File: config.mk
export PLATFORM = sky130hd
export DESIGN_NAME = rcss_ctrl
export DESIGN_NICKNAME = d
export VERILOG_FILES = /design/src/rtl/rcss_pkg.sv /design/src/rtl/rcss_ctrl.sv
export SDC_FILE = /design/constraint.sdc
export NUM_CORES = 1
export LEC_CHECK = 0
export BUFFER_PORTS_ARGS = -buffer_cell sky130_fd_sc_hd__buf_2
export CAP_MARGIN = 20
export CORE_ASPECT_RATIO = 2
export CORE_UTILIZATION = 47
export DETAILED_ROUTE_END_ITERATION = 8
export PLACE_DENSITY = 0.69
export SLEW_MARGIN = 10
export SYNTH_ARGS = -nofsm -noshare
export SYNTH_HDL_FRONTEND = slang
export SYNTH_SLANG_ARGS = --single-unit
export TNS_END_PERCENT = 50
File: constraint.sdc
create_clock -name clock -period 10.05 [get_ports clock]
set_clock_uncertainty 0.1 [all_clocks]
set_input_delay 2.01 -clock clock [delete_from_list [all_inputs] [get_ports clock]]
set_output_delay 2.01 -clock clock [all_outputs]
set_load 0.02 [all_outputs]
File: src/rtl/rcss_pkg.sv
// Shared types and constants for the range count square sum window block.
`default_nettype none

package rcss_pkg;

   // Default sizes of the two stores
   localparam int ArrayDepthDef = 65536;
   localparam int ValueCountDef = 1024;

   // Fixed field widths
   localparam int POS_W = 17;
   localparam int VAL_W = 10;
   localparam int CNT_W = 17;
   localparam int SUM_W = 33;

   // Request opcodes
   localparam logic OP_LOAD  = 1'b0;
   localparam logic OP_QUERY = 1'b1;

   // Histogram update operations
   typedef enum logic [0:0] {
      HIST_INC,
      HIST_DEC
   } hist_op_type;

   // Command from the controller to the histogram unit
   typedef struct packed {
      logic              valid;
      hist_op_type       op;
      logic [VAL_W-1:0]  value;
   } hist_cmd_type;

   // Controller states
   typedef enum logic [3:0] {
      ST_CLEAR,
      ST_IDLE,
      ST_LD_ELEM,
      ST_LD_DEC,
      ST_LD_INC,
      ST_LD_DONE,
      ST_WALK,
      ST_STEP_ELEM,
      ST_STEP_HIST
   } ctrl_state_type;

endpackage

`default_nettype wire

File: src/rtl/rcss_ctrl.sv
// Controller: clearing sweep, load handling, window walk and result register.
`default_nettype none

module rcss_ctrl #(
   parameter int  ARRAY_DEPTH = rcss_pkg::ArrayDepthDef,
   parameter int  VALUE_COUNT = rcss_pkg::ValueCountDef,
   localparam int AW          = $clog2(ARRAY_DEPTH),
   localparam int VW          = $clog2(VALUE_COUNT)
) (
   input  wire logic                       clock,
   input  wire logic                       reset,
   input  wire logic                       start,
   output logic                            busy,
   input  wire logic                       req_opcode,
   input  wire logic [rcss_pkg::POS_W-1:0] req_position,
   input  wire logic [rcss_pkg::VAL_W-1:0] req_element_value,
   input  wire logic [rcss_pkg::POS_W-1:0] req_left_end,
   input  wire logic [rcss_pkg::POS_W-1:0] req_right_end,
   input  wire logic                       csr_valid,
   output logic                            csr_ready,
   input  wire logic [rcss_pkg::POS_W-1:0] csr_array_length,
   output logic                            rsp_valid,
   output logic      [rcss_pkg::SUM_W-1:0] rsp_squared_count_sum,
   output logic                            rsp_query_error,
   output logic                            elem_en,
   output logic                            elem_we,
   output logic      [AW-1:0]              elem_addr,
   output logic      [rcss_pkg::VAL_W-1:0] elem_wdata,
   input  wire logic [rcss_pkg::VAL_W-1:0] elem_rdata,
   output rcss_pkg::hist_cmd_type          hist_cmd,
   output logic                            hist_clr_we,
   output logic      [VW-1:0]              hist_clr_addr,
   input  wire logic [rcss_pkg::SUM_W-1:0] hist_sum
);

   localparam int MaxDepth = (ARRAY_DEPTH > VALUE_COUNT) ? ARRAY_DEPTH : VALUE_COUNT;
   localparam int CLR_W    = $clog2(MaxDepth);
   localparam logic [CLR_W-1:0] ClrLast = CLR_W'(MaxDepth - 1);

   rcss_pkg::ctrl_state_type   state_ff, state_in;
   logic [CLR_W-1:0]           clr_cnt_ff, clr_cnt_in;
   logic [rcss_pkg::POS_W-1:0] wl_ff, wl_in;
   logic [rcss_pkg::POS_W-1:0] wr_ff, wr_in;
   logic [rcss_pkg::POS_W-1:0] lq_ff, lq_in;
   logic [rcss_pkg::POS_W-1:0] rq_ff, rq_in;
   logic [rcss_pkg::POS_W-1:0] len_ff;
   logic [rcss_pkg::VAL_W-1:0] ld_val_ff, ld_val_in;
   logic [AW-1:0]              ld_addr_ff, ld_addr_in;
   rcss_pkg::hist_op_type      step_op_ff, step_op_in;
   logic                       rsp_valid_ff, rsp_valid_in;
   logic [rcss_pkg::SUM_W-1:0] rsp_sum_ff, rsp_sum_in;
   logic                       rsp_err_ff, rsp_err_in;

   logic                       accept;
   logic                       load_ok;
   logic                       load_hit;
   logic                       query_bad;
   logic                       grow_left, grow_right, shrink_left, shrink_right;
   logic                       walk_done;
   logic [rcss_pkg::POS_W-1:0] step_pos;
   logic [AW-1:0]              step_addr;
   logic [AW-1:0]              req_addr;

   assign busy      = (state_ff != rcss_pkg::ST_IDLE);
   assign accept    = start && !busy;
   assign csr_ready = 1'b1;

   // Request checks
   assign load_ok   = (req_position != '0) && (32'(req_position) <= ARRAY_DEPTH)
                      && (32'(req_element_value) < VALUE_COUNT);
   assign load_hit  = (req_position >= wl_ff) && (req_position <= wr_ff);
   assign query_bad = (req_left_end == '0) || (req_left_end > req_right_end)
                      || (req_right_end > len_ff) || (32'(req_right_end) > ARRAY_DEPTH);
   assign req_addr  = AW'(req_position - rcss_pkg::POS_W'(1));

   // Window walk: grow first, then shrink, one position per step
   assign grow_left    = (wl_ff > lq_ff);
   assign grow_right   = (wr_ff < rq_ff);
   assign shrink_left  = (wl_ff < lq_ff);
   assign shrink_right = (wr_ff > rq_ff);
   assign walk_done    = !(grow_left || grow_right || shrink_left || shrink_right);

   always_comb begin
      if (grow_left) begin
         step_pos = wl_ff - rcss_pkg::POS_W'(1);
      end else if (grow_right) begin
         step_pos = wr_ff + rcss_pkg::POS_W'(1);
      end else if (shrink_left) begin
         step_pos = wl_ff;
      end else begin
         step_pos = wr_ff;
      end
   end

   assign step_addr = AW'(step_pos - rcss_pkg::POS_W'(1));

   // Next state
   always_comb begin
      state_in = state_ff;
      unique case (state_ff)
         rcss_pkg::ST_CLEAR: begin
            if (clr_cnt_ff == ClrLast) state_in = rcss_pkg::ST_IDLE;
         end
         rcss_pkg::ST_IDLE: begin
            if (accept) begin
               if (req_opcode == rcss_pkg::OP_LOAD) begin
                  if (load_ok && load_hit) state_in = rcss_pkg::ST_LD_ELEM;
               end else if (!query_bad) begin
                  state_in = rcss_pkg::ST_WALK;
               end
            end
         end
         rcss_pkg::ST_LD_ELEM:   state_in = rcss_pkg::ST_LD_DEC;
         rcss_pkg::ST_LD_DEC:    state_in = rcss_pkg::ST_LD_INC;
         rcss_pkg::ST_LD_INC:    state_in = rcss_pkg::ST_LD_DONE;
         rcss_pkg::ST_LD_DONE:   state_in = rcss_pkg::ST_IDLE;
         rcss_pkg::ST_WALK: begin
            state_in = walk_done ? rcss_pkg::ST_IDLE : rcss_pkg::ST_STEP_ELEM;
         end
         rcss_pkg::ST_STEP_ELEM: state_in = rcss_pkg::ST_STEP_HIST;
         rcss_pkg::ST_STEP_HIST: state_in = rcss_pkg::ST_WALK;
         default:                state_in = rcss_pkg::ST_IDLE;
      endcase
   end

   // Outputs and datapath next values
   always_comb begin
      clr_cnt_in     = clr_cnt_ff;
      wl_in          = wl_ff;
      wr_in          = wr_ff;
      lq_in          = lq_ff;
      rq_in          = rq_ff;
      ld_val_in      = ld_val_ff;
      ld_addr_in     = ld_addr_ff;
      step_op_in     = step_op_ff;
      rsp_valid_in   = 1'b0;
      rsp_sum_in     = rsp_sum_ff;
      rsp_err_in     = rsp_err_ff;
      elem_en        = 1'b0;
      elem_we        = 1'b0;
      elem_addr      = req_addr;
      elem_wdata     = req_element_value;
      hist_cmd.valid = 1'b0;
      hist_cmd.op    = rcss_pkg::HIST_INC;
      hist_cmd.value = elem_rdata;
      hist_clr_we    = 1'b0;
      hist_clr_addr  = clr_cnt_ff[VW-1:0];
      unique case (state_ff)
         rcss_pkg::ST_CLEAR: begin
            // Sweep both stores to zero
            clr_cnt_in  = clr_cnt_ff + CLR_W'(1);
            elem_en     = (32'(clr_cnt_ff) < ARRAY_DEPTH);
            elem_we     = 1'b1;
            elem_addr   = clr_cnt_ff[AW-1:0];
            elem_wdata  = '0;
            hist_clr_we = (32'(clr_cnt_ff) < VALUE_COUNT);
         end
         rcss_pkg::ST_IDLE: begin
            if (accept) begin
               if (req_opcode == rcss_pkg::OP_LOAD) begin
                  // Outside the window: write at once; inside: fetch the old value first
                  ld_val_in  = req_element_value;
                  ld_addr_in = req_addr;
                  elem_en    = load_ok;
                  elem_we    = !load_hit;
               end else if (query_bad) begin
                  rsp_valid_in = 1'b1;
                  rsp_sum_in   = '0;
                  rsp_err_in   = 1'b1;
               end else begin
                  lq_in = req_left_end;
                  rq_in = req_right_end;
               end
            end
         end
         rcss_pkg::ST_LD_ELEM: begin
            // Drop the old value's count and store the new value
            hist_cmd.valid = 1'b1;
            hist_cmd.op    = rcss_pkg::HIST_DEC;
            elem_en        = 1'b1;
            elem_we        = 1'b1;
            elem_addr      = ld_addr_ff;
            elem_wdata     = ld_val_ff;
         end
         rcss_pkg::ST_LD_DEC: begin
            hist_cmd.valid = 1'b0;
         end
         rcss_pkg::ST_LD_INC: begin
            // Add the new value's count
            hist_cmd.valid = 1'b1;
            hist_cmd.op    = rcss_pkg::HIST_INC;
            hist_cmd.value = ld_val_ff;
         end
         rcss_pkg::ST_LD_DONE: begin
            hist_cmd.valid = 1'b0;
         end
         rcss_pkg::ST_WALK: begin
            if (walk_done) begin
               rsp_valid_in = 1'b1;
               rsp_sum_in   = hist_sum;
               rsp_err_in   = 1'b0;
            end else begin
               // Move one window end and fetch the element it passes
               elem_en    = 1'b1;
               elem_addr  = step_addr;
               step_op_in = (grow_left || grow_right) ? rcss_pkg::HIST_INC
                                                      : rcss_pkg::HIST_DEC;
               if (grow_left) begin
                  wl_in = wl_ff - rcss_pkg::POS_W'(1);
               end else if (grow_right) begin
                  wr_in = wr_ff + rcss_pkg::POS_W'(1);
               end else if (shrink_left) begin
                  wl_in = wl_ff + rcss_pkg::POS_W'(1);
               end else begin
                  wr_in = wr_ff - rcss_pkg::POS_W'(1);
               end
            end
         end
         rcss_pkg::ST_STEP_ELEM: begin
            hist_cmd.valid = 1'b1;
            hist_cmd.op    = step_op_ff;
         end
         rcss_pkg::ST_STEP_HIST: begin
            hist_cmd.valid = 1'b0;
         end
         default: begin
            hist_cmd.valid = 1'b0;
         end
      endcase
   end

   // Control registers
   always_ff @(posedge clock) begin
      if (reset) begin
         state_ff     <= rcss_pkg::ST_CLEAR;
         clr_cnt_ff   <= '0;
         wl_ff        <= rcss_pkg::POS_W'(1);
         wr_ff        <= '0;
         len_ff       <= '0;
         rsp_valid_ff <= 1'b0;
      end else begin
         state_ff     <= state_in;
         clr_cnt_ff   <= clr_cnt_in;
         wl_ff        <= wl_in;
         wr_ff        <= wr_in;
         rsp_valid_ff <= rsp_valid_in;
         if (csr_valid && csr_ready) begin
            len_ff <= csr_array_length;
         end
      end
   end

   // Payload registers
   always_ff @(posedge clock) begin
      lq_ff      <= lq_in;
      rq_ff      <= rq_in;
      ld_val_ff  <= ld_val_in;
      ld_addr_ff <= ld_addr_in;
      step_op_ff <= step_op_in;
      rsp_sum_ff <= rsp_sum_in;
      rsp_err_ff <= rsp_err_in;
   end

   assign rsp_valid             = rsp_valid_ff;
   assign rsp_squared_count_sum = rsp_sum_ff;
   assign rsp_query_error       = rsp_err_ff;

`ifndef ASSERT_OFF
   a_err_zero_sum: assert property (@(posedge clock) disable iff (reset)
      (rsp_valid_ff && rsp_err_ff) |-> (rsp_sum_ff == '0))
      else $error("flagged query returned a non-zero sum");

   a_window_order: assert property (@(posedge clock) disable iff (reset)
      (state_ff == rcss_pkg::ST_IDLE) |-> ({1'b0, wl_ff} <= ({1'b0, wr_ff} + 18'd1)))
      else $error("window left end passed right end plus one");

   a_window_matches: assert property (@(posedge clock) disable iff (reset)
      (rsp_valid_ff && !rsp_err_ff) |-> ((wl_ff == lq_ff) && (wr_ff == rq_ff)))
      else $error("query answered before the window reached its range");
`endif

endmodule

`default_nettype wire

Word-level counts from Yosys, hierarchy flattened
Cells that the tools add are included.
{ "word_totals": {"register_bits": 167} }
{ "classes": {"n_lt_le_gt_ge": 11, "bitwise": 3, "reduce_logical": 26, "addsub": 7, "muxes": 45, "n_eq_ne": 18} }
{ "ops": {"columns": ["op", "n"], "rows": [
  ["$mux 33", 4],
  ["$mux 17", 5],
  ["$gt 17x17->1", 4],
  ["$pmux 33 s2", 1],
  ["$mux 16", 4],
  ["$pmux 16 s3", 1],
  ["$add 17x1->17 const B", 2],
  ["$lt 17x17->1", 2],
  ["$sub 17x1->17 const B", 2],
  ["$pmux 4 s8", 1],
  ["$sub 16x1->16 const B", 2],
  ["$mux 4", 5],
  ["$pmux 10 s2", 1],
  ["$ge 17x17->1", 1],
  ["$gt 17x17->1 const B", 1],
  ["$le 17x17->1", 1],
  ["$le 17x17->1 const B", 1],
  ["$logic_not 17->1", 1],
  ["$reduce_bool 17->1", 1],
  ["$add 16x1->16 const B", 1],
  ["$eq 16x16->1 const B", 1],
  ["$lt 16x11->1 const B", 1],
  ["$mux 1", 16],
  ["$reduce_and 4->1", 4],
  ["22 further kinds", 47]
]} }

Depth between registers and ports, before layout
Gate-level depths: netlist (run 1).
{ "logic_depth": {"depth_word": 8, "ltp_mapped": 17, "ltp_nobuf": 14} }

Worst setup path before layout (run 1)
Ideal clock, no wire load.
{ "synth_timing": {"path_type": "input to output", "from": "in req_position[4] (netlist bit)", "to": "out elem_addr[13]", "path_stages": 9, "required_time_ns": 7.940, "n_path_buf": 0, "arrival_ns": 4.039, "path_slack_ns": 3.901, "cell_sequence": "nor3_1 -> nand3_1 -> or2_2 -> nor4_1 -> nand2_1 -> or3_1 -> xnor2_1 -> nor3_1 -> a221oi_2"} }
{ "synth_via": {"elab_chain_len": 3} }
{ "synth_rtl": {"columns": ["element", "line_no", "source"], "rows": [
  ["start, declared", "rcss_ctrl.sv:15", "input wire logic [rcss_pkg::POS_W-1:0] req_position,"],
  ["$sub 16x1->16 (*)", "rcss_ctrl.sv:74", "assign req_addr = AW'(req_position - rcss_pkg::POS_W'(1));"],
  ["named net req_addr[13]", "rcss_ctrl.sv:62", "logic [AW-1:0] req_addr;"],
  ["$mux 16", "rcss_ctrl.sv:198", "if (walk_done) begin"],
  ["$pmux 16 s3 (*)", "rcss_ctrl.sv:148", "unique case (state_ff)"],
  ["end, declared", "rcss_ctrl.sv:27", "output logic [AW-1:0] elem_addr,"]
]} }
Mark *: on every way through the listed nets, which the timed path passes. The rest lies on a longest branch.

Final worst setup path (run 1)
{ "layout_timing": {"from": "reg wr_ff[2] (netlist bit)", "to": "out elem_addr[10]"} }
{ "layout_via": {"elab_chain_len": 6} }
{ "layout_rtl": {"columns": ["element", "line_no", "source"], "rows": [
  ["start, declared", "rcss_ctrl.sv:43", "logic [rcss_pkg::POS_W-1:0] wr_ff, wr_in;"],
  ["start signal, assigned", "rcss_ctrl.sv:245", "wr_ff <= wr_in;"],
  ["$add 17x1->17 (tied with other cells)", null, null],
  ["$mux 16 / $logic_or 1x1->1 (equally long branches)", "rcss_ctrl.sv:86, rcss_ctrl.sv:81", null],
  ["$mux 16 / $logic_or 1x1->1 (equally long branches)", "rcss_ctrl.sv:84, rcss_ctrl.sv:81", null],
  ["$sub 16x1->16 / $logic_or 1x1->1 (equally long branches)", "rcss_ctrl.sv:95, rcss_ctrl.sv:81", null],
  ["$mux 16 (*)", "rcss_ctrl.sv:198", null],
  ["$pmux 16 s3 (*)", "rcss_ctrl.sv:148", null]
]} }
Mark *: on every way between the ends. The rest lies on a longest branch, timed or not.

==> impl_metrics.tcl, run 1 <==
set metrics [dict create \
    antenna_found_initial 0 \
    cts_tree "yes" \
    placed_cells 1824 \
    async_flop_share_pct 0 \
    worstRegToRegCells 12 \
    synth_compound_area_share_pct 15.3 \
    grt_setup_unrepaired "no" \
    synthFlopType "edfxtp_1" \
    synth_edf_count 95 \
    cp_slowest_cell "xnor2_1" \
    r2r_setup_slack_ns 5.30 \
    hpwlAfterDp_um 30600 \
    syn_avg_cell_area_um2 8.95 \
    fin_area_um2 13800 \
    clkPwrFrac_pct 44.1 \
    place_area_um2 13200 \
    numCtsBuffers 17 \
    drt_pass1_iterations 5 \
    min_path_cells 2 \
    reg2reg_to "wr_ff[15]$_SDFFE_PP0P_" \
    root_buffer "clkbuf_16" \
    ys_seq_area_share_pct 35.9 \
    dp_slack_ns 3.55 \
    status "completed" \
    power.switching_w 0.000387 \
    setup_tns_ns 0 \
    setup_ws_ns 2.74 \
    relSlewSlack_pct 33.9 \
    worst-path-max-fanout 22 \
    syn_inst 1337 \
    via_count 11000 \
    die-height_um 228 \
    multi_input_area_um2 6950 \
    synth-adder-area-share_pct 11.4 \
    synthSimpleGateAreaFrac_pct 20.9 \
    wl_per_cell_um 20.9 \
    grt_pass1_vias 10800 \
    die_w_um 115 \
    num_antenna_cells 0 \
    pwr-share-seq_pct 47.2 \
    initial_utilization_pct 47.8 \
    ant_nets 0 \
    final-setup-viol-count 0 \
    cts_buffer_depth 2 \
    cts_resized 0 \
    worstSetupEndpointType "primary output" \
    grt_util_all_layers_pct 30.3 \
    path_common_cell "ha_1" \
    synth_nets 1572 \
    hold_violations 0 \
    vdd_drop_max_mv 0.125 \
    port_buffers 212 \
    clock_latency_ns 0.46 \
    post_cts.repair.setup_buffers 0 \
    p_int_w 0.00115 \
    maxCapViolations 0 \
    required_ns 7.94 \
    tightestPinTransition_ns 0.991 \
    clock.fmax_mhz 137 \
    vias_per_cell 5.90 \
    slew_violations 0 \
    period_share_pct 72.8 \
    whs_endpoint "len_ff[5]$_SDFFE_PP0P_" \
    leakagePower_nw 5.56 \
    grt_overflow 0 \
    routed_wl_um 38800 \
    area_growth_pct 15.7 \
    fillerInstances 2407 \
    path_class "register to primary output" \
    finalNonFillerCells 1858 \
    row_count 82 \
    die_area_um2 26100 \
    cp.arrival_ns 5.20 \
    clkSinkCount 167 \
    hold_path_class "register to register" \
    core-area_um2 25000 \
    switching_share_pct 25.1 \
    r2r-start "wl_ff[10]$_SDFFE_PP0P_" \
    ys_seq_elements 167 \
    drc_errors 0 \
    gp_congestion 1.02 \
    grt_pass1_wl_um 58200 \
    combPwrFrac_pct 8.7 \
    grt_max_degree 71 \
    cts.clk_slew.worst_paths_ns 0.06 \
    crit_path_start_kind "register" \
    synthXorXnorAreaFrac_pct 6.37 \
    cellPowerDensity_nw_per_um2 111 \
    yosysUniqueCellTypes 89 \
    path_cells "ha_1 -> and3_1 -> o21ai_1 -> a31oi_1 -> o221ai_1 -> buf_4 -> nand2_1 -> o21ai_0 -> o22a_1 -> ha_1 -> and2b_1 -> nand3_1 -> xnor2_1 -> a221oi_1 -> buf_2" \
    netlist_area_um2 12000 \
    drive_above_1_share_pct 20.4 \
    min-delay-start "len_ff[5]$_SDFFE_PP0P_" \
    ctsHoldBuffers 0 \
    nNetsFinal 1744 \
    drtIter0Drc 628 \
    seq_area_um2 4300 \
    post-route-min-period_ns 7.31 \
    yosys_warnings 0 \
    io-pin-count 214 \
    synth_top_family_by_area "simple AND/OR/NAND/NOR gates" \
    cts_max_level 4 \
    synthMuxAreaShare_pct 3.88 \
    final_core_util_pct 55.3 \
    slowest_delay_ns 0.66 \
]
-- logic make-up (layout without fill, tap and decap cells) --
family | after synthesis | in the layout
AOI/OAI and AO/OA | 259 | 259
DFF | 167 | 167
xor gates and xnor gates | 87 | 87
muxes | 45 | 45
buffers and inverters | 181 | 366
and+or+nand+nor | 488 | 488
adders and majority gates | 109 | 109
other | 1 | 1
-- worst max path at each step --
stage          slack, ns            end  cells past startpoint                  start
2_1_floorplan       3.90  elem_addr[13]                      9        req_position[4]
3_3_place_gp        3.54        elem_we                     13        req_position[6]
3_5_place_dp        3.55        elem_we                     13        req_position[6]
4_1_cts             3.08  elem_addr[10]                     16  wr_ff[0]$_SDFFE_PP0P_
5_1_grt             2.57  elem_addr[10]                     15  wr_ff[3]$_SDFFE_PP0P_
6_report            2.74  elem_addr[10]                     15  wr_ff[2]$_SDFFE_PP0P_
-- power groups by stage --
stage                     combinational, W  sequential (W)  clock (W)
after CTS                         0.000134        0.000727   0.000688
after global routing              0.000148        0.000727   0.000708
final                             0.000135        0.000727   0.000679
after floorplan                  0.0000705        0.000741          0
after detailed placement          0.000133        0.000742          0
after global placement            0.000130        0.000742          0
-- cell usage after synthesis, types with 20 or more instances --
master	number	area, um2
ha_1	109	1360
nor3_1	25	125
xnor2_1	67	587
edfxtp_1	95	2850
nor2_1	124	465
dfxtp_1	72	1440
a21o_1	21	158
a21oi_1	58	290
a31oi_1	20	125
nand4_1	53	332
inv_1	105	394
nand3_1	46	230
mux2i_1	34	340
and2_1	38	238
o21ai_0	48	240
nor4_1	26	163
nand2_1	108	405
xor2_1	20	175
clkbuf_1	40	150
-- through the flow --
| step | hold WS (ns) | power [W] |
|---|---|---|
| global route | 0.427 | 0.00158 |
| CTS | 0.400 | 0.00155 |
| detailed placement | 0.384 | 0.000875 |
| floorplan | 0.360 | 0.000812 |
| global placement | 0.375 | 0.000872 |
| finish | 0.392 | 0.00154 |
-- sequential cells by signal, indices dropped and copies added, names as in the netlist --
| signal | cells |
|---|---|
| rsp_valid | 1 |
| rsp_squared_count_sum | 33 |
| ld_addr_ff | 16 |
| rq_ff | 17 |
| wl_ff | 17 |
| ld_val_ff | 10 |
| clr_cnt_ff | 16 |
| rsp_query_error | 1 |
| lq_ff | 17 |
| step_op_ff | 1 |
| wr_ff | 17 |
| len_ff | 17 |
| state_ff | 4 |
-- metal layers --
metal	part of all wire, %	vias up	GRT usage (%)
li1	-	5166	-
met1	32	5105	26.4
met2	52	496	56.3
met3	5.6	191	5.62
met4	10	0	30.2
met5	0	-	0
-- layout by cell type (no fill, tap or decap), types with 11 or more instances in the layout --
| cell | instances |
|---|---|
| o21a_1 | 11 |
| nand4_1 | 53 |
| nand2_1 | 108 |
| o21ai_0 | 48 |
| nor2_1 | 123 |
| a21o_1 | 21 |
| buf_2 | 212 |
| mux2i_1 | 34 |
| clkbuf_16 | 17 |
| nor3_1 | 24 |
| dfxtp_1 | 71 |
| or3_1 | 13 |
| inv_1 | 105 |
| xnor2_1 | 67 |
| ha_1 | 109 |
| a211oi_1 | 13 |
| nor4_1 | 26 |
| edfxtp_1 | 95 |
| a31oi_1 | 20 |
| and2_1 | 38 |
| mux2_2 | 11 |
| xor2_1 | 20 |
| nand3_1 | 46 |
| a21oi_1 | 58 |
-- critical path: cells and delay by family (launching register included) --
kind / cells / cell delay [ns]
adder cells (fa/ha/maj): 2 / 0.49
AO/OA/AOI/OAI: 6 / 1.40
buffers and inverters: 2 / 0.44
flip-flops: 1 / 0.65
XOR/XNOR: 1 / 0.66
AND/OR/NAND/NOR: 4 / 1.09
-- final cells by class --
type / count / share of cell area, %
Clock inverter: 14 / 1.19
Clock buffer: 18 / 3.10
Inverter: 110 / 2.98
Tap cell: 336 / 3.04
Timing Repair Buffer: 224 / 8.46
Sequential cell: 167 / 31.0
Multi-Input combinational cell: 989 / 50.2
Power figures use the tool's default switching activity.
==> inputs of run 2 (changes only) <==
Settings changed: PLACE_DENSITY 0.69 to 0.72.
Clock period 10.05 ns to 5.87 ns, I/O delays scaled along.
==> run 2 against run 1 <==
  * Die area is the same
  * Critical path type unchanged
  * Cell count grew 1.4%
  * Largest cell class unchanged
  * Setup slack lost 2.5 ns
  * Register-to-register slack lost 3.9 ns
  * Sequential share of layout area shrank 0.42 points
  * Worst hold slack gained 0.0039 ns
  * Largest power group unchanged
  * First-iteration DRC count grew 52%
  * Utilization grew 0.74 points
  * Cell area grew 1.3%
  * Clock power grew 63%
==> impl_metrics.tcl, run 2 (same netlist as run 1, synthesis figures left out) <==
set metrics [dict create \
    status "completed" \
    final-setup-viol-count 0 \
    fin_hold_ws_ns 0.395 \
    gp_congestion 1.04 \
    grt_pass1_wl_um 58400 \
    min-delay-start "len_ff[11]$_SDFFE_PP0P_" \
    cts_buffer_depth 2 \
    cp-startpoint "wl_ff[1]$_SDFFE_PP0P_" \
    slowest_delay_ns 0.47 \
    die_w_um 115 \
    cp_slowest_cell "or3b_1" \
    layout_commonest_cell "buf_2" \
    relSlewSlack_pct 29.1 \
    core-area_um2 25000 \
    grt.busiest_layer "met2" \
    vdd_drop_max_mv 0.172 \
    path_class "register to primary output" \
    finalNonFillerCells 1884 \
    seq_area_um2 4290 \
    numCtsBuffers 17 \
    routed_wl_um 38900 \
    worstSetupEndpointType "primary output" \
    cts_max_level 4 \
    die_area_um2 26100 \
    r2r-start "wl_ff[1]$_SDFFE_PP0P_" \
    post-route-min-period_ns 5.65 \
    io-pin-count 214 \
    drc_errors 0 \
    crit_path_start_kind "register" \
    grt_use_met2_pct 55.3 \
    cp.arrival_ns 4.38 \
    leakagePower_nw 5.69 \
    drtIter0Drc 953 \
    drive_above_1_share_pct 21.5 \
    dp_slack_ns 0.618 \
    placed_cells 1836 \
    cts_tree "yes" \
    wl_per_cell_um 20.7 \
    cts.clk_slew.worst_paths_ns 0.07 \
    setup_ws_ns 0.216 \
    clkSinkCount 167 \
    period_share_pct 96.3 \
    row_count 82 \
    grt_pass1_vias 10900 \
    ant_nets 0 \
    hold_path_class "register to register" \
    final_cell_mix "buf_2, nor2_1, ha_1" \
    grt_util_all_layers_pct 30.3 \
    power_w 0.00258 \
    die-height_um 228 \
    antenna_found_initial 0 \
    num_antenna_cells 0 \
    grt_overflow 0 \
    clock_latency_ns 0.46 \
    slew_violations 0 \
    drt_pass1_iterations 6 \
    largest_reg_flops 33 \
    grt_use_met1_pct 27.6 \
    hpwlAfterDp_um 30100 \
    nNetsFinal 1770 \
    vias_per_cell 5.96 \
    setup_tns_ns 0 \
    root_buffer "clkbuf_16" \
    multi_input_area_um2 6960 \
    clock.fmax_mhz 177 \
    maxCapViolations 0 \
    worst-path-max-fanout 6 \
    port_buffers 212 \
    fillerInstances 2290 \
    initial_utilization_pct 47.8 \
    path_cells "inv_1 -> ha_1 -> or3b_1 -> nor3_1 -> xnor2_1 -> a22oi_4 -> nand3_4 -> nor4_4 -> nand3_2 -> xor2_1 -> a221oi_2 -> buf_2" \
    via_count 11200 \
    cellPowerDensity_nw_per_um2 184 \
    area_growth_pct 17.2 \
    grtUsageMet3_pct 6.60 \
    hold_violations 0 \
    grt_max_degree 46 \
    grt_setup_unrepaired "no" \
    tightestPinTransition_ns 1.06 \
    required_ns 4.60 \
]
run 2: cell types whose count changed in the layout (fill, tap and decap cells not counted), sizes merged:
cell and change:
a31oi +1, clkinvlp -3, buf +25, inv -5, clkinv +5, clkbuf +3
run 2: layout make-up:
cell class / count / share of cell area (%)
inverter: 110 / 2.94
tap: 336 / 3.00
sequential: 167 / 30.6
multi-input combinational: 990 / 49.6
timing repair buffer: 249 / 9.72
clock inverter: 11 / 0.883
clock buffer: 21 / 3.21
run 2: worst paths after layout:
check	depth (start not counted)	to	slack (ns)
setup / recovery	12	elem_addr[13]	0.22
hold / removal	2	len_ff[11]$_SDFFE_PP0P_	0.40
setup reg to reg	12	wr_ff[15]$_SDFFE_PP0P_	1.39
hold reg to reg	2	len_ff[11]$_SDFFE_PP0P_	0.40
run 2: routing by layer:
layer / up-vias / part of all wire [%] / wire, um
li1: 5204 / - / -
met1: 5203 / 32 / 12500
met2: 595 / 51 / 19700
met3: 224 / 6.8 / 2660
met4: 0 / 10 / 4000
met5: - / 0 / 0
run 2: per-stage QoR:
stage | cell area (um2) | utilization (%)
after global routing | 14000 | 56.0
final | 14000 | 56.0
after detailed placement | 13300 | 53.1
after floorplan | 12000 | -
after global placement | 13300 | 53.1
after CTS | 13900 | 55.4
run 2: timing repair:
item,4_1_cts,5_1_grt
resized for setup,0,1
setup endpoints to repair,0,6
hold buffers,0,0
setup buffers,0,14
run 2: power breakdown:
part / switching (W) / internal [W] / leakage [nW] / total, W
Combinational: 0.000133 / 0.0000976 / 4.02 / 0.000231
Clock: 0.000471 / 0.000637 / 0.277 / 0.00111
Sequential: 0.00000623 / 0.00124 / 1.39 / 0.00125
Total: 0.000611 / 0.00197 / 5.69 / 0.00258
run 2: worst max-delay path: cells and delay by family (launching register included):
| family | cells | cell delay (ns) |
|---|---|---|
| compound gates | 2 | 0.65 |
| xor+xnor | 2 | 0.61 |
| fa+ha+maj | 1 | 0.25 |
| buf+inv | 2 | 0.37 |
| flops | 1 | 0.42 |
| simple gates | 5 | 1.61 |
==> inputs of run 3 (changes only) <==
Settings changed: ABC_AREA set to 1, GPL_TIMING_DRIVEN set to 0, PLACE_DENSITY 0.72 to 0.71.
==> run 3 against run 2 <==
  * Sequential cell count unchanged
  * Total power up 3.5%
  * Utilization up 0.32 points
  * Combinational power up 11%
  * Global-route usage up 4.3 points
  * Area after synthesis up 2.7%
  * Cell area up 3.1%
  * First-iteration DRC count down 15%
  * Worst hold slack worse by 0.034 ns
  * Sequential power about the same
  * Sequential share of layout area down 0.91 points
  * Register-to-register slack better by 0.33 ns
==> impl_metrics.tcl, run 3 <==
set metrics [dict create \
    required_ns 4.60 \
    relSlewSlack_pct 33.0 \
    hold_path_class "register to register" \
    ctsHoldBuffers 0 \
    nNetsFinal 2133 \
    vdd_drop_max_mv 0.213 \
    yosys_warnings 0 \
    routed_wl_um 44500 \
    final_cell_mix "nand2_1, inv_1, buf_2" \
    p_int_w 0.00201 \
    synthFlopType "edfxtp_1" \
    grt_util_all_layers_pct 34.6 \
    drc_errors 0 \
    cts_tree "yes" \
    multi_input_area_um2 6620 \
    hold_violations 0 \
    ant_nets 0 \
    antenna_found_initial 3 \
    clock_latency_ns 0.45 \
    path_class "register to primary output" \
    async_flop_share_pct 0 \
    maxCapViolations 0 \
    status "completed" \
    largest_reg_flops 33 \
    post-route-min-period_ns 5.39 \
    hpwlAfterDp_um 36500 \
    via_count 12300 \
    clkSinkCount 167 \
    final_core_util_pct 56.4 \
    synth_edf_count 95 \
    io-pin-count 214 \
    cts.clk_slew.worst_paths_ns 0.07 \
    power.switching_w 0.000663 \
    post_cts.repair.setup_buffers 0 \
    port_buffers 212 \
    switching_share_pct 24.8 \
    syn_avg_cell_area_um2 7.39 \
    numCtsBuffers 17 \
    clkPwrFrac_pct 43.9 \
    slowest_delay_ns 0.58 \
    critPathBufInv 4 \
    wl_per_cell_um 19.8 \
    grt_pass1_vias 12200 \
    grt_overflow 0 \
    placed_cells 2219 \
    gp_congestion 0.982 \
    drtIter0Drc 813 \
    grt_max_degree 26 \
    leakagePower_nw 6.89 \
    root_buffer "clkbuf_16" \
    cts_max_level 4 \
    slew_violations 0 \
    period_share_pct 91.8 \
    finalNonFillerCells 2252 \
    worstSetupEndpointType "primary output" \
    path_cells "ha_1 -> nand2_1 -> inv_1 -> nand2_1 -> nand2_1 -> a21oi_1 -> nand3_2 -> buf_2 -> nor2_1 -> nor2_1 -> o21ai_0 -> inv_1 -> nand2_1 -> nand3_1 -> a21oi_1 -> buf_2" \
    netlist_area_um2 12300 \
    cp_top_family "simple AND/OR/NAND/NOR gates" \
    initial_utilization_pct 47.9 \
    pwr-share-seq_pct 46.5 \
    crit_path_start_kind "register" \
    row_count 83 \
    grt_setup_unrepaired "no" \
    combPwrFrac_pct 9.6 \
    drive_above_1_share_pct 17.4 \
    synth.most_common_cell "nand2_1" \
    final-setup-viol-count 0 \
    drt_pass1_iterations 5 \
    cp_slowest_cell "dfxtp_1" \
    ys_top_cells_by_area "edfxtp_1, dfxtp_1, ha_1, nand2_1, inv_1" \
    die_area_um2 26800 \
    worst-path-max-fanout 10 \
    cts_resized 0 \
    vias_per_cell 5.46 \
    die_w_um 116 \
    layout_commonest_cell "nand2_1" \
    seq_area_um2 4290 \
    fillerInstances 2505 \
    ys_seq_area_share_pct 34.9 \
    core-area_um2 25700 \
    tightestPinTransition_ns 1.00 \
    die-height_um 231 \
    cellPowerDensity_nw_per_um2 185 \
    yosys-top-cells-count "nand2_1, inv_1, nor2_1" \
    area_growth_pct 17.6 \
    path_common_cell "nand2_1" \
    cts_buffer_depth 2 \
    power_w 0.00268 \
    grt_pass1_wl_um 66800 \
    cp.arrival_ns 4.11 \
    yosysUniqueCellTypes 52 \
    ys_seq_elements 167 \
    synth_top_area_share_pct 23.2 \
    synth_nets 1898 \
    syn_inst 1663 \
    clock.fmax_mhz 186 \
    synth_top_area_cell "edfxtp_1" \
]
## run 3: cell count changes in the layout (fill, tap and decap cells not counted), sizes merged, moves of 34 or more
cell,change
inv,+177
xnor2,-60
and2,-36
o21ai,+61
a21oi,+38
nand3,+44
mux2i,-34
nor2,+53
nand2,+219
## run 3: worst paths after layout
path,startpoint,end,slack (ns),depth (start not counted)
worst min-delay path,len_ff[11]$_SDFFE_PP0P_,len_ff[11]$_SDFFE_PP0P_,0.36,2
worst min register to register,len_ff[11]$_SDFFE_PP0P_,len_ff[11]$_SDFFE_PP0P_,0.36,2
worst max-delay path,wr_ff[11]$_SDFFE_PP0P_,elem_addr[15],0.48,16
worst max register to register,wr_ff[15]$_SDFFE_PP0P_,rsp_squared_count_sum[24]$_SDFFCE_PN0P_,1.72,13
## run 3: cell families (layout without fill, tap and decap cells)
family | Yosys count | after routing | synth area share (%)
fa+ha+maj | 109 | 109 | 11.1
compound gates | 289 | 289 | 13.4
flops | 167 | 167 | 34.9
buf+inv | 346 | 594 | 11.3
simple gates | 707 | 707 | 26.0
xor+xnor | 44 | 44 | 3.14
other cells | 1 | 2 | 0.0305
## run 3: power by group through the flow
stage | Clock (W) | Combinational, W | Sequential, W
2_1_floorplan | 0 | 0.000132 | 0.00127
3_3_place_gp | 0 | 0.000247 | 0.00127
3_5_place_dp | 0 | 0.000254 | 0.00127
4_1_cts | 0.00119 | 0.000255 | 0.00124
5_1_grt | 0.00123 | 0.000287 | 0.00124
6_report | 0.00118 | 0.000257 | 0.00124
## run 3: final cells by class
cell class	count	area share, %
multi-input cells	1150	45.8
flip-flops and latches	167	29.7
repair buffers	216	7.76
inverters	286	7.43
clock buffers	19	2.99
well taps	340	2.94
plain buffers	60	2.20
clock inverters	13	1.19
diodes	1	0.0173
## run 3: tightest hold or removal path, cell delays in order (launching register included)
cell and delay [ns]:
dfxtp_1 0.30, inv_1 0.06, a21oi_1 0.06
## run 3: per-stage QoR
stage	hold slack [ns]	worst slack (ns)	setup TNS (ns)	cell area [um2]
2_1_floorplan	0.337	1.09	0	12300
3_3_place_gp	0.347	-0.120	-0.173	13800
3_5_place_dp	0.354	0.597	0	13800
4_1_cts	0.364	0.536	0	14500
5_1_grt	0.377	0.314	0	14500
6_report	0.361	0.483	0	14500
## run 3: metal layers
metal	wire, um	global-route usage (%)	vias to the layer above
li1	-	-	6000
met1	13700	28.2	5561
met2	22800	62.1	520
met3	2430	7.51	218
met4	5560	38.9	2
met5	12	0	-
